### src/sv/mtw_pkg.sv
`timescale 1ns / 1ps
// shared types and constants of the modbus tcp write-registers slave
// no dependencies
package mtw_pkg;

  typedef struct packed {
    logic [7:0] frame_byte;
    logic       frame_last;
  } frame_in_t;

  typedef struct packed {
    logic [7:0] response_byte;
    logic       response_last;
  } resp_out_t;

  // header fields of a checked frame handed from the parser to the executor
  typedef struct packed {
    logic [7:0]  tid_hi;
    logic [7:0]  tid_lo;
    logic [7:0]  func;
    logic [15:0] start;
    logic [15:0] qty;
    logic [7:0]  byte_cnt;
  } job_t;

  localparam int unsigned HDR_LEN = 13;
  localparam int unsigned MIN_FRAME = 8;
  localparam int unsigned MBAP_LEN = 6;

  localparam logic [7:0] FUNC_WRITE_MULTI = 8'h10;
  localparam logic [7:0] EXC_FLAG = 8'h80;

  localparam logic [2:0] EXC_NONE = 3'd0;
  localparam logic [2:0] EXC_ILLEGAL_FUNC = 3'd1;
  localparam logic [2:0] EXC_ILLEGAL_ADDR = 3'd2;
  localparam logic [2:0] EXC_ILLEGAL_QTY = 3'd3;
  localparam logic [2:0] EXC_ILLEGAL_VALUE = 3'd4;

  localparam logic [3:0] RESP_LEN_OK = 4'd12;
  localparam logic [3:0] RESP_LEN_EXC = 4'd9;

  localparam logic [1:0] REG_UNIT_ID = 2'd0;
  localparam logic [1:0] REG_FIRST_ADDR = 2'd1;
  localparam logic [1:0] REG_VALUE_LIMIT = 2'd2;

  localparam logic [7:0] UNIT_ID_RST = 8'd1;
  localparam logic [15:0] FIRST_ADDR_RST = 16'h0010;
  localparam logic [15:0] VALUE_LIMIT_RST = 16'd1023;

endpackage

### src/sv/mtw_front.sv
`timescale 1ns / 1ps
// frame parser: takes request bytes, stores header and data words, checks the frame
// depends on mtw_pkg
module mtw_front #(
  parameter int unsigned NUM_REGISTERS = 8,
  parameter int unsigned MAX_FRAME = 260
) (
  input  logic                                clk_i,
  input  logic                                rst_ni,
  input  logic [7:0]                          unit_id_i,
  input  logic                                byte_valid_i,
  input  mtw_pkg::frame_in_t                  byte_data_i,
  input  logic                                job_full_i,
  output logic                                byte_ready_o,
  output logic                                job_push_o,
  output mtw_pkg::job_t                       job_o,
  output logic [NUM_REGISTERS-1:0][15:0]      values_o
);

  localparam int unsigned IW = (NUM_REGISTERS > 1) ? $clog2(NUM_REGISTERS) : 1;
  localparam logic [8:0] MaxFrame = 9'(MAX_FRAME);
  localparam logic [8:0] HdrLen = 9'(mtw_pkg::HDR_LEN);
  localparam logic [8:0] StageEnd = 9'(mtw_pkg::HDR_LEN + 2 * NUM_REGISTERS);
  localparam logic [9:0] MinFrame = 10'(mtw_pkg::MIN_FRAME);
  localparam logic [15:0] MbapLen = 16'(mtw_pkg::MBAP_LEN);

  logic [8:0]                     cnt_q, cnt_d;
  logic                           too_long_q, too_long_d;
  logic [12:0][7:0]               hdr_q, hdr_d;
  logic [NUM_REGISTERS-1:0][15:0] stg_q, stg_d;
  logic [8:0]                     off;
  logic [IW-1:0]                  word;
  logic [9:0]                     len;
  logic                           drop;
  logic                           take;

  assign byte_ready_o = !job_full_i;
  assign take = byte_valid_i && byte_ready_o;
  assign off = cnt_q - HdrLen;
  assign word = off[IW:1];
  assign len = {1'b0, cnt_q} + 10'd1;

  // header and staging as they stand after this byte
  always_comb begin
    hdr_d = hdr_q;
    stg_d = stg_q;
    too_long_d = too_long_q || (cnt_q >= MaxFrame);
    if (cnt_q < HdrLen) begin
      hdr_d[cnt_q[3:0]] = byte_data_i.frame_byte;
    end else if (cnt_q < StageEnd) begin
      if (off[0]) begin
        stg_d[word][7:0] = byte_data_i.frame_byte;
      end else begin
        stg_d[word][15:8] = byte_data_i.frame_byte;
      end
    end
    cnt_d = (cnt_q == 9'h1FF) ? cnt_q : cnt_q + 9'd1;
  end

  assign drop = too_long_d || (len < MinFrame) || (hdr_d[2] != 8'h00) ||
                (hdr_d[3] != 8'h00) || (hdr_d[6] != unit_id_i) ||
                ({hdr_d[4], hdr_d[5]} != ({6'b0, len} - MbapLen));

  assign job_push_o = take && byte_data_i.frame_last && !drop;
  assign job_o.tid_hi = hdr_d[0];
  assign job_o.tid_lo = hdr_d[1];
  assign job_o.func = hdr_d[7];
  assign job_o.start = {hdr_d[8], hdr_d[9]};
  assign job_o.qty = {hdr_d[10], hdr_d[11]};
  assign job_o.byte_cnt = hdr_d[12];
  assign values_o = stg_d;

  always_ff @(posedge clk_i or negedge rst_ni) begin
    if (!rst_ni) begin
      cnt_q <= '0;
      too_long_q <= 1'b0;
      hdr_q <= '0;
      stg_q <= '0;
    end else if (take) begin
      if (byte_data_i.frame_last) begin
        cnt_q <= '0;
        too_long_q <= 1'b0;
        hdr_q <= '0;
        stg_q <= '0;
      end else begin
        cnt_q <= cnt_d;
        too_long_q <= too_long_d;
        hdr_q <= hdr_d;
        stg_q <= stg_d;
      end
    end
  end

endmodule

### src/sv/mtw_fifo.sv
`timescale 1ns / 1ps
// small job queue between the frame parser and the executor
// no dependencies
module mtw_fifo #(
  parameter int unsigned WIDTH = 8,
  parameter int unsigned DEPTH = 2
) (
  input  logic             clk_i,
  input  logic             rst_ni,
  input  logic             push_i,
  input  logic [WIDTH-1:0] data_i,
  input  logic             pop_i,
  output logic [WIDTH-1:0] data_o,
  output logic             empty_o,
  output logic             full_o
);

  localparam int unsigned PW = (DEPTH > 1) ? $clog2(DEPTH) : 1;
  localparam logic [PW:0] Depth = (PW + 1)'(DEPTH);
  localparam logic [PW-1:0] LastSlot = PW'(DEPTH - 1);

  logic [DEPTH-1:0][WIDTH-1:0] mem_q;
  logic [PW-1:0]               wr_q, rd_q;
  logic [PW:0]                 cnt_q;
  logic                        do_push, do_pop;

  assign empty_o = (cnt_q == '0);
  assign full_o = (cnt_q == Depth);
  assign do_push = push_i && !full_o;
  assign do_pop = pop_i && !empty_o;
  assign data_o = mem_q[rd_q];

  always_ff @(posedge clk_i) begin
    if (do_push) begin
      mem_q[wr_q] <= data_i;
    end
  end

  always_ff @(posedge clk_i or negedge rst_ni) begin
    if (!rst_ni) begin
      wr_q <= '0;
      rd_q <= '0;
      cnt_q <= '0;
    end else begin
      if (do_push) begin
        wr_q <= (wr_q == LastSlot) ? '0 : wr_q + PW'(1);
      end
      if (do_pop) begin
        rd_q <= (rd_q == LastSlot) ? '0 : rd_q + PW'(1);
      end
      if (do_push && !do_pop) begin
        cnt_q <= cnt_q + (PW + 1)'(1);
      end else if (do_pop && !do_push) begin
        cnt_q <= cnt_q - (PW + 1)'(1);
      end
    end
  end

endmodule

### src/sv/mtw_back.sv
`timescale 1ns / 1ps
// executor: checks the write request, scans the data words, writes the register file, sends the response
// depends on mtw_pkg
module mtw_back #(
  parameter int unsigned NUM_REGISTERS = 8
) (
  input  logic                           clk_i,
  input  logic                           rst_ni,
  input  logic [7:0]                     unit_id_i,
  input  logic [15:0]                    first_address_i,
  input  logic [15:0]                    value_limit_i,
  input  logic                           job_empty_i,
  input  mtw_pkg::job_t                  job_i,
  input  logic [NUM_REGISTERS-1:0][15:0] values_i,
  output logic                           job_pop_o,
  output logic                           out_valid_o,
  input  logic                           out_ready_i,
  output mtw_pkg::resp_out_t             out_data_o
);

  localparam int unsigned IW = (NUM_REGISTERS > 1) ? $clog2(NUM_REGISTERS) : 1;
  localparam int unsigned CW = $clog2(NUM_REGISTERS + 1);
  localparam logic [15:0] NumRegs = 16'(NUM_REGISTERS);
  localparam logic [16:0] NumRegsW = 17'(NUM_REGISTERS);

  localparam logic [2:0] ST_IDLE = 3'd0;
  localparam logic [2:0] ST_SCAN = 3'd1;
  localparam logic [2:0] ST_WRITE = 3'd2;
  localparam logic [2:0] ST_EMIT = 3'd3;

  logic [2:0]                     state_q;
  logic [2:0]                     code_q;
  logic [2:0]                     code_d;
  logic [IW-1:0]                  base_q;
  logic [CW-1:0]                  idx_q;
  logic [3:0]                     k_q;
  logic [NUM_REGISTERS-1:0][15:0] regfile_q;
  logic                           out_valid_q;
  mtw_pkg::resp_out_t             out_data_q;

  logic [16:0]   top;
  logic          qty_ok, bc_ok, addr_ok;
  logic [15:0]   base_full;
  logic [CW-1:0] qty_last;
  logic [15:0]   cur_val;
  logic [IW-1:0] wr_idx;
  logic [3:0]    resp_len;
  logic [7:0]    resp_byte;
  logic          resp_last;
  logic          load;

  // request checks, evaluated on the queue head
  assign top = {1'b0, first_address_i} + NumRegsW;
  assign qty_ok = (job_i.qty != 16'd0) && (job_i.qty <= NumRegs);
  assign bc_ok = ({1'b0, job_i.byte_cnt} == {job_i.qty[7:0], 1'b0});
  assign addr_ok = (job_i.start >= first_address_i) &&
                   ({1'b0, job_i.start} <= top - 17'd1) &&
                   (({1'b0, job_i.start} + {1'b0, job_i.qty}) <= top);
  assign base_full = job_i.start - first_address_i;

  always_comb begin
    if (job_i.func != mtw_pkg::FUNC_WRITE_MULTI) begin
      code_d = mtw_pkg::EXC_ILLEGAL_FUNC;
    end else if (!qty_ok || !bc_ok) begin
      code_d = mtw_pkg::EXC_ILLEGAL_QTY;
    end else if (!addr_ok) begin
      code_d = mtw_pkg::EXC_ILLEGAL_ADDR;
    end else begin
      code_d = mtw_pkg::EXC_NONE;
    end
  end

  assign qty_last = job_i.qty[CW-1:0] - CW'(1);
  assign cur_val = values_i[idx_q[IW-1:0]];
  assign wr_idx = base_q + idx_q[IW-1:0];

  assign resp_len = (code_q == mtw_pkg::EXC_NONE) ? mtw_pkg::RESP_LEN_OK
                                                  : mtw_pkg::RESP_LEN_EXC;
  assign resp_last = (k_q == resp_len - 4'd1);

  always_comb begin
    case (k_q)
      4'd0: resp_byte = job_i.tid_hi;
      4'd1: resp_byte = job_i.tid_lo;
      4'd5: resp_byte = {4'b0, resp_len} - 8'(mtw_pkg::MBAP_LEN);
      4'd6: resp_byte = unit_id_i;
      4'd7: resp_byte = (code_q == mtw_pkg::EXC_NONE) ? mtw_pkg::FUNC_WRITE_MULTI
                                                      : (job_i.func | mtw_pkg::EXC_FLAG);
      4'd8: resp_byte = (code_q == mtw_pkg::EXC_NONE) ? job_i.start[15:8]
                                                      : {5'b0, code_q};
      4'd9: resp_byte = job_i.start[7:0];
      4'd10: resp_byte = job_i.qty[15:8];
      4'd11: resp_byte = job_i.qty[7:0];
      default: resp_byte = 8'h00;
    endcase
  end

  assign load = (state_q == ST_EMIT) && (!out_valid_q || out_ready_i);
  assign job_pop_o = load && resp_last;
  assign out_valid_o = out_valid_q;
  assign out_data_o = out_data_q;

  always_ff @(posedge clk_i) begin
    if (load) begin
      out_data_q.response_byte <= resp_byte;
      out_data_q.response_last <= resp_last;
    end
    if (state_q == ST_IDLE) begin
      code_q <= code_d;
      base_q <= base_full[IW-1:0];
    end else if (state_q == ST_SCAN && cur_val > value_limit_i) begin
      code_q <= mtw_pkg::EXC_ILLEGAL_VALUE;
    end
  end

  always_ff @(posedge clk_i or negedge rst_ni) begin
    if (!rst_ni) begin
      state_q <= ST_IDLE;
      idx_q <= '0;
      k_q <= '0;
      out_valid_q <= 1'b0;
      regfile_q <= '0;
    end else begin
      if (out_valid_q && out_ready_i && !load) begin
        out_valid_q <= 1'b0;
      end else if (load) begin
        out_valid_q <= 1'b1;
      end
      unique case (state_q)
        ST_IDLE: begin
          idx_q <= '0;
          k_q <= '0;
          if (!job_empty_i) begin
            state_q <= (code_d == mtw_pkg::EXC_NONE) ? ST_SCAN : ST_EMIT;
          end
        end
        ST_SCAN: begin
          if (cur_val > value_limit_i) begin
            state_q <= ST_EMIT;
          end else if (idx_q == qty_last) begin
            idx_q <= '0;
            state_q <= ST_WRITE;
          end else begin
            idx_q <= idx_q + CW'(1);
          end
        end
        ST_WRITE: begin
          regfile_q[wr_idx] <= cur_val;
          if (idx_q == qty_last) begin
            state_q <= ST_EMIT;
          end else begin
            idx_q <= idx_q + CW'(1);
          end
        end
        ST_EMIT: begin
          if (load) begin
            if (resp_last) begin
              state_q <= ST_IDLE;
            end else begin
              k_q <= k_q + 4'd1;
            end
          end
        end
        default: state_q <= ST_IDLE;
      endcase
    end
  end

endmodule

### src/sv/modbus_tcp_write_registers_slave.sv
`timescale 1ns / 1ps
// request bytes: one per cycle; the parser stalls only when both job queue slots are taken
// per write the executor checks the request while idle, then scans and writes the qty entries,
// one entry a cycle; a failed check skips both, a value over the limit ends the scan; then 9 or 12 bytes
// reset: asynchronous, active low; clears config to defaults, the register file and the queue
// depends on mtw_pkg, mtw_front, mtw_fifo, mtw_back
module modbus_tcp_write_registers_slave #(
  parameter int unsigned NUM_REGISTERS = 8,
  parameter int unsigned MAX_FRAME = 260
) (
  input  logic               clk_i,
  input  logic               rst_ni,
  input  logic               in_valid_i,
  output logic               in_ready_o,
  input  mtw_pkg::frame_in_t in_data_i,
  output logic               out_valid_o,
  input  logic               out_ready_i,
  output mtw_pkg::resp_out_t out_data_o,
  input  logic               psel,
  input  logic               penable,
  input  logic               pwrite,
  input  logic [3:0]         paddr,
  input  logic [31:0]        pwdata,
  output logic [31:0]        prdata,
  output logic               pready
);

  localparam int unsigned JW = $bits(mtw_pkg::job_t) + 16 * NUM_REGISTERS;

  logic [7:0]  unit_id_q;
  logic [15:0] first_addr_q;
  logic [15:0] value_limit_q;
  logic        wr_en;

  logic                           push, pop, q_empty, q_full;
  mtw_pkg::job_t                  job_in, job_out;
  logic [NUM_REGISTERS-1:0][15:0] vals_in, vals_out;
  logic [JW-1:0]                  q_head;

  assign pready = 1'b1;
  assign wr_en = psel && penable && pwrite && pready;

  always_ff @(posedge clk_i or negedge rst_ni) begin
    if (!rst_ni) begin
      unit_id_q <= mtw_pkg::UNIT_ID_RST;
      first_addr_q <= mtw_pkg::FIRST_ADDR_RST;
      value_limit_q <= mtw_pkg::VALUE_LIMIT_RST;
    end else if (wr_en) begin
      unique case (paddr[3:2])
        mtw_pkg::REG_UNIT_ID: unit_id_q <= pwdata[7:0];
        mtw_pkg::REG_FIRST_ADDR: first_addr_q <= pwdata[15:0];
        mtw_pkg::REG_VALUE_LIMIT: value_limit_q <= pwdata[15:0];
        default: ;
      endcase
    end
  end

  always_comb begin
    unique case (paddr[3:2])
      mtw_pkg::REG_UNIT_ID: prdata = {24'b0, unit_id_q};
      mtw_pkg::REG_FIRST_ADDR: prdata = {16'b0, first_addr_q};
      mtw_pkg::REG_VALUE_LIMIT: prdata = {16'b0, value_limit_q};
      default: prdata = '0;
    endcase
  end

  mtw_front #(
    .NUM_REGISTERS(NUM_REGISTERS),
    .MAX_FRAME(MAX_FRAME)
  ) u_front (
    .clk_i       (clk_i),
    .rst_ni      (rst_ni),
    .unit_id_i   (unit_id_q),
    .byte_valid_i(in_valid_i),
    .byte_data_i (in_data_i),
    .job_full_i  (q_full),
    .byte_ready_o(in_ready_o),
    .job_push_o  (push),
    .job_o       (job_in),
    .values_o    (vals_in)
  );

  mtw_fifo #(
    .WIDTH(JW),
    .DEPTH(2)
  ) u_fifo (
    .clk_i  (clk_i),
    .rst_ni (rst_ni),
    .push_i (push),
    .data_i ({vals_in, job_in}),
    .pop_i  (pop),
    .data_o (q_head),
    .empty_o(q_empty),
    .full_o (q_full)
  );

  assign {vals_out, job_out} = q_head;

  mtw_back #(
    .NUM_REGISTERS(NUM_REGISTERS)
  ) u_back (
    .clk_i          (clk_i),
    .rst_ni         (rst_ni),
    .unit_id_i      (unit_id_q),
    .first_address_i(first_addr_q),
    .value_limit_i  (value_limit_q),
    .job_empty_i    (q_empty),
    .job_i          (job_out),
    .values_i       (vals_out),
    .job_pop_o      (pop),
    .out_valid_o    (out_valid_o),
    .out_ready_i    (out_ready_i),
    .out_data_o     (out_data_o)
  );

endmodule

### config.mk
export PLATFORM = sky130hd
export DESIGN_NAME = modbus_tcp_write_registers_slave
export DESIGN_NICKNAME = d
export VERILOG_FILES = /design/src/sv/mtw_pkg.sv /design/src/sv/mtw_front.sv /design/src/sv/mtw_fifo.sv /design/src/sv/mtw_back.sv /design/src/sv/modbus_tcp_write_registers_slave.sv
export SDC_FILE = /design/constraint.sdc
export NUM_CORES = 1
export LEC_CHECK = 0
export BUFFER_PORTS_ARGS = -buffer_cell sky130_fd_sc_hd__clkbuf_2
export CORE_UTILIZATION = 42
export CTS_BUF_LIST = sky130_fd_sc_hd__clkbuf_16
export CTS_CLUSTER_SIZE = 40
export DETAILED_ROUTE_END_ITERATION = 10
export GPL_ROUTABILITY_DRIVEN = 0
export REMOVE_ABC_BUFFERS = 1
export SLEW_MARGIN = 30
export SYNTH_ARGS = -nofsm -noshare
export SYNTH_HDL_FRONTEND = slang
export SYNTH_SLANG_ARGS = --single-unit
### constraint.sdc
create_clock -name clk_i -period 22.7 [get_ports clk_i]
set_input_delay 3.405 -clock clk_i [delete_from_list [all_inputs] [get_ports clk_i]]
set_output_delay 3.405 -clock clk_i [all_outputs]
set_load 0.03 [all_outputs]
# Word-level counts from Yosys, hierarchy flattened
# Cells that the tools add are included.
[word_totals]
reg_bits = 694
latchBits = 0
ram_bits = 0
rom_bits = 0
in_bits = 52
output_inout_bits = 44
elab_cells = 215
n_memories = 0
[op_classes]
n_addsub = 16
n_mul = 0
div = 0
order_cmp = 17
n_eq_ne = 30
shift = 0
muxes = 56
bitwise_logic = 0
n_reduce_logical = 58
[op_table]
columns = ["cell", "count"]
rows = [
  ["two-way mux 192 bit", 3],
  ["two-way mux 128 bit", 4],
  ["bitwise mux 384 bit", 1],
  ["bitwise mux 128 bit", 2],
  ["two-way mux 104 bit", 2],
  ["demux 192 bit (select 1 bit)", 1],
  ["bitwise mux 104 bit", 1],
  ["demux 16 bit (select 3 bit)", 2],
  ["case mux 8 bit (9 select lines)", 1],
  ["binary-select mux 16 bit (select 3 bit)", 1],
  ["case mux 16 bit (3 select lines)", 1],
  ["two-way mux 3 bit", 11],
  ["demux 8 bit (select 4 bit)", 1],
  ["two-way mux 16 bit", 2],
  ["two-way mux 8 bit", 4],
  ["logical AND 1 bit", 20],
  ["two-way mux 4 bit", 5],
  ["two-way mux 9 bit", 2],
  ["adder 16 x 16 -> 17 bit", 1],
  ["adder 16 x 4 -> 17 bit (second input constant)", 1],
  ["<= comparator 16 x 17 -> 1 bit", 1],
  ["<= comparator 17 bit", 1],
  ["subtractor 17 x 1 -> 17 bit (second input constant)", 1],
  ["equality test 4 bit (second input constant)", 4],
  ["other kinds (55)", 104],
]

# Longest topological paths before layout
[depth]
depth_word = 18
depth_mapped = 25
ltp_nobuf = 21

# Hierarchy
# Synthesis repeated with hierarchy kept, for this count alone.
[hier_totals]
cells_unflattened = 2623
hier_area_um2 = 34817.1
[modules_own_cells]
columns = ["mod", "instances", "cells_each", "area_each_um2", "seq_area_each_um2"]
rows = [
  ["mtw_fifo", 1, 616, 14072.2, 11631.2],
  ["mtw_front", 1, 1256, 13264.0, 6055.8],
  ["mtw_back", 1, 606, 5509.0, 635.6],
  ["modbus_tcp_write_registers_slave", 1, 145, 1971.9, 1016.0],
]

# Least setup slack after synthesis
# Ideal clock, no wire load.
[synth_timing]
path_type = "input port to flip-flop"
startpoint = "input in_data_i[3] in the netlist's numbering"
endpoint = "register u_fifo.mem_q[0] in the netlist's numbering, enable pin"
setup_time_ps = 1215
arrival_time_ps = 23218
t_required_ps = 21485
path_slack_ps = -1733
path_stages = 8
path_buffers = 1
cell_sequence = "clkbuf_1 -> or4_1 -> nor3_1 -> a21oi_1 -> nor4_1 -> nand4_1 -> or4_4 -> nor4_1"
[synth_between]
elab_chain_len = 10
word_cells_on_any_way = 13
cone_classes = "2 x eq/ne; 2 x mux; 9 x reduce/logical"
[synth_lines]
columns = ["item", "line", "text"]
rows = [
  ["start: declaration", "modbus_tcp_write_registers_slave.sv:15", "input mtw_pkg::frame_in_t in_data_i,"],
  ["bitwise mux 104 bit *", "mtw_front.sv:49", "hdr_d[cnt_q[3:0]] = byte_data_i.frame_byte;"],
  ["two-way mux 104 bit *", "mtw_front.sv:48", "if (cnt_q < HdrLen) begin"],
  ["nonzero test 8 bit", "mtw_front.sv:60", "assign drop = too_long_d || (len < MinFrame) || (hdr_d[2] != 8'h00) ||"],
  ["logical OR 1 bit (2 in a row)", "mtw_front.sv:60", ""],
  ["logical OR 1 bit", "mtw_front.sv:61", "(hdr_d[3] != 8'h00) || (hdr_d[6] != unit_id_i) ||"],
  ["logical OR 1 bit *", "mtw_front.sv:61", ""],
  ["logical NOT 1 bit *", "mtw_front.sv:64", "assign job_push_o = take && byte_data_i.frame_last && !drop;"],
  ["logical AND 1 bit *", "mtw_front.sv:64", ""],
  ["logical AND 1 bit *", "mtw_fifo.sv:29", "assign do_push = push_i && !full_o;"],
  ["end signal: indexed assignment", "mtw_fifo.sv:35", "mem_q[wr_q] <= data_i;"],
  ["end: declaration", "mtw_fifo.sv:22", "logic [DEPTH-1:0][WIDTH-1:0] mem_q;"],
]
# Every way passes the cells marked *; elsewhere a longest branch is shown, timed or not.
# A chain may end at the register's enable or synchronous reset.

# Worst setup path in the final report
[layout_timing]
startpoint = "input paddr[3]"
endpoint = "output prdata[11]"
[layout_between]
elab_chain_len = 2
word_cells_on_any_way = 4
cone_classes = "2 x eq/ne; 1 x mux; 1 x reduce/logical"
[layout_lines]
columns = ["item", "line", "text"]
rows = [
  ["start: declaration", "modbus_tcp_write_registers_slave.sv:22", "input logic [3:0] paddr,"],
  ["equality test 2 bit (tied with other cells)", "modbus_tcp_write_registers_slave.sv:59", "unique case (paddr[3:2])"],
  ["case mux 16 bit (3 select lines) *", "modbus_tcp_write_registers_slave.sv:59", ""],
  ["end: declaration", "modbus_tcp_write_registers_slave.sv:24", "output logic [31:0] prdata,"],
]
# Marked as above.

==> reports/metrics.yaml <==
route.detailed.drc: 0
drt_wl_total_um: 89700
cts_setup_buffers: 0
power_leakage_nw: 14.2
layout_min_cycle_time_ns: 8.53
drt_iter0_drc: 1841
first_global_vias: 21700
htreeDepth: 3
power_mw: 3.26
ys_ff_latch: 693
clockBufferDepth: 3
wl_per_cell_um: 25.1
initial_core_util_pct: 42.6
fill_cells: 6788
drtPass1Iterations: 6
clock_latency_ns: 0.64
worstHoldPathType: "flip-flop to flip-flop"
start_kind: "primary input"
crit_fanout: 13
clk_pin_slew_ns: 0.06
syn_area_per_cell_um2: 13.6
grt_usage_pct: 22.3
final_util_pct: 47.7
yosysWarnings: 0
worst_pin_slew_ns: 1.01
drive_gt1_share_pct: 21.3
ioPinCount: 96
die_w_um: 283
ir_worst_vdd_mv: 0.0533
crit_type: "primary input to output pin"
holdWs_ns: 0.494
powerDensity_nw_per_um2: 87.9
ys_async_sr_fraction_pct: 42.9
finalCritPeriodShare_pct: 37.6
io_buffer_count: 60
finalSetupViolCount: 0
hpwlAfterDp_um: 55100
cts_hold_buf: 0
coreArea_um2: 77800
synth_area_um2: 33200
cts_tree: "yes"
dieArea_um2: 80200
hold_violations: 0
yosysSeqAreaShare_pct: 58.3
die_h_um: 283
detail-route-antenna-nets: 0
cts_resized: 0
relSlewSlack_pct: 32.7
required_ns: 19.30
grt_pass1_wl_um: 137000
synth_edf_count: 396
vias_per_cell: 5.98
area_growth_pct: 11.9
rsz0062_at_grt: "no"
stdcell_count: 3574
status: "complete, no violations"
syn_inst: 2434
nNetsFinal: 2627
arrival_ns: 5.12
dp.cells: 3435
clkSinkCount: 693
synth-main-ff-cell: "edfxtp_1"
fin_skew_ns: 0.0484
cap_violations: 0
cts_buffers: 74
end_kind: "output pin"
cts-root-buf: "clkbuf_16"
layout_commonest_cell: "edfxtp_1"
grt_max_degree: 168
rows: 102
diodes: 0
gr-total-overflow: 0
via_count: 21400
finalMaxSlewViolations: 0
synthDistinctLibCells: 76
mostFrequentLayoutCells: "396 x edfxtp_1, 282 x dfrtp_1, 213 x mux2_2, 210 x a22o_1, 150 x nand2_1"
antenna_found_initial: 0
timing.fmax_mhz: 117
## through the flow
stage | worst slack (ns) | cell area, um2 | TNS [ns]
floorplan | -4.89 | 32600 | -938.64
global placement | 14.12 | 34600 | 0
detailed placement | 14.09 | 34600 | 0
CTS | 14.09 | 37000 | 0
global route | 14.10 | 37100 | 0
finish | 14.17 | 37100 | 0
## registers in the layout, indices dropped and copies added (netlist names)
signal,cells
u_fifo.mem_q,384
u_front.stg_q,128
u_front.hdr_q,104
first_addr_q,16
value_limit_q,16
u_back.out_data_o,9
u_front.cnt_q,9
unit_id_q,8
u_back.idx_q,4
u_back.k_q,4
u_back.code_q,3
u_back.state_q,2
u_fifo.cnt_q,2
u_back.out_valid_o,1
u_fifo.rd_q,1
u_fifo.wr_q,1
u_front.too_long_q,1
## synth_stat cells, types with 5 or more instances
| cell type | instances | share of area [%] |
|---|---|---|
| or3_1 | 5 | 0.094 |
| nor4_1 | 19 | 0.36 |
| clkbuf_1 | 114 | 1.3 |
| o21ai_0 | 120 | 1.8 |
| dfrtp_1 | 285 | 21 |
| nand4_1 | 23 | 0.43 |
| xnor2_1 | 65 | 1.7 |
| dfstp_2 | 12 | 0.95 |
| mux4_2 | 80 | 5.4 |
| and3_1 | 6 | 0.11 |
| mux2i_1 | 60 | 1.8 |
| buf_4 | 17 | 0.38 |
| o21a_1 | 13 | 0.29 |
| o211ai_1 | 15 | 0.34 |
| or4_1 | 7 | 0.16 |
| and2_1 | 8 | 0.15 |
| a211oi_1 | 7 | 0.16 |
| a22o_1 | 210 | 5.5 |
| ha_1 | 100 | 3.8 |
| buf_1 | 15 | 0.17 |
| nor2_1 | 78 | 0.88 |
| nand2b_1 | 9 | 0.17 |
| mux2_2 | 213 | 7.2 |
| o22ai_1 | 10 | 0.19 |
| a21o_1 | 12 | 0.27 |
| buf_2 | 10 | 0.15 |
| inv_1 | 78 | 0.88 |
| nor2b_1 | 16 | 0.30 |
| a22oi_1 | 45 | 1.0 |
| a31oi_1 | 12 | 0.23 |
| o31ai_1 | 8 | 0.18 |
| nand2_1 | 151 | 1.7 |
| nor3_1 | 36 | 0.54 |
| edfxtp_1 | 396 | 36 |
| a21oi_1 | 44 | 0.66 |
| xor2_1 | 22 | 0.58 |
| nand3_1 | 38 | 0.57 |
## per-layer routing
metal	track usage (%)	part of all wire [%]
met2	36.1	48
met3	3.78	5.5
met1	30.9	44
met4	6.32	2.5
met5	0	0
## path summary, 6_finish.rpt
| check | from | slack [ns] | end | cells after the start |
|---|---|---|---|---|
| hold reg to reg | u_fifo.cnt_q[1] | 0.49 | u_fifo.cnt_q[1] | 1 |
| hold / removal | u_fifo.cnt_q[1] | 0.49 | u_fifo.cnt_q[1] | 1 |
| max in group asynchronous | rst_ni | 18.83 | u_fifo.rd_q | 3 |
| min in group asynchronous | rst_ni | 2.64 | u_front.hdr_q[77] | 1 |
| setup / recovery | paddr[3] | 14.17 | prdata[11] | 5 |
| setup reg to reg | u_front.cnt_q[2] | 16.33 | u_fifo.mem_q[339] | 11 |
## report_power, final
| part | total [mW] | internal, mW | switching [mW] |
|---|---|---|---|
| logic | 0.576 | 0.220 | 0.356 |
| registers | 1.48 | 1.40 | 0.0750 |
| clock network | 1.21 | 0.702 | 0.510 |
## worst max-delay path: stages
cell	delay (ns)
clkbuf_2	0.30
nor2b_1	0.64
buf_4	0.35
a22o_1	0.20
clkbuf_2	0.22
## logic make-up after synthesis
group / Yosys count / synth area share (%)
flops: 693 / 58.3
compound gates: 542 / 11.9
simple gates: 419 / 6.25
mux: 353 / 14.5
buf+inv: 236 / 2.92
fa+ha+maj: 102 / 3.86
xor+xnor: 87 / 2.30
other cells: 2 / 0.0226
## layout make-up
type                       count  area [um2]  area share (%)
inverter                      79         297           0.799
clock inverter                62         592            1.59
tap                         1040        1300            3.50
sequential                   693       19300            52.1
multi-input combinational   1520       13000            35.0
timing repair buffer         106         744            2.01
clock buffer                  74        1850            4.99
(Power assumes the default switching activity.)
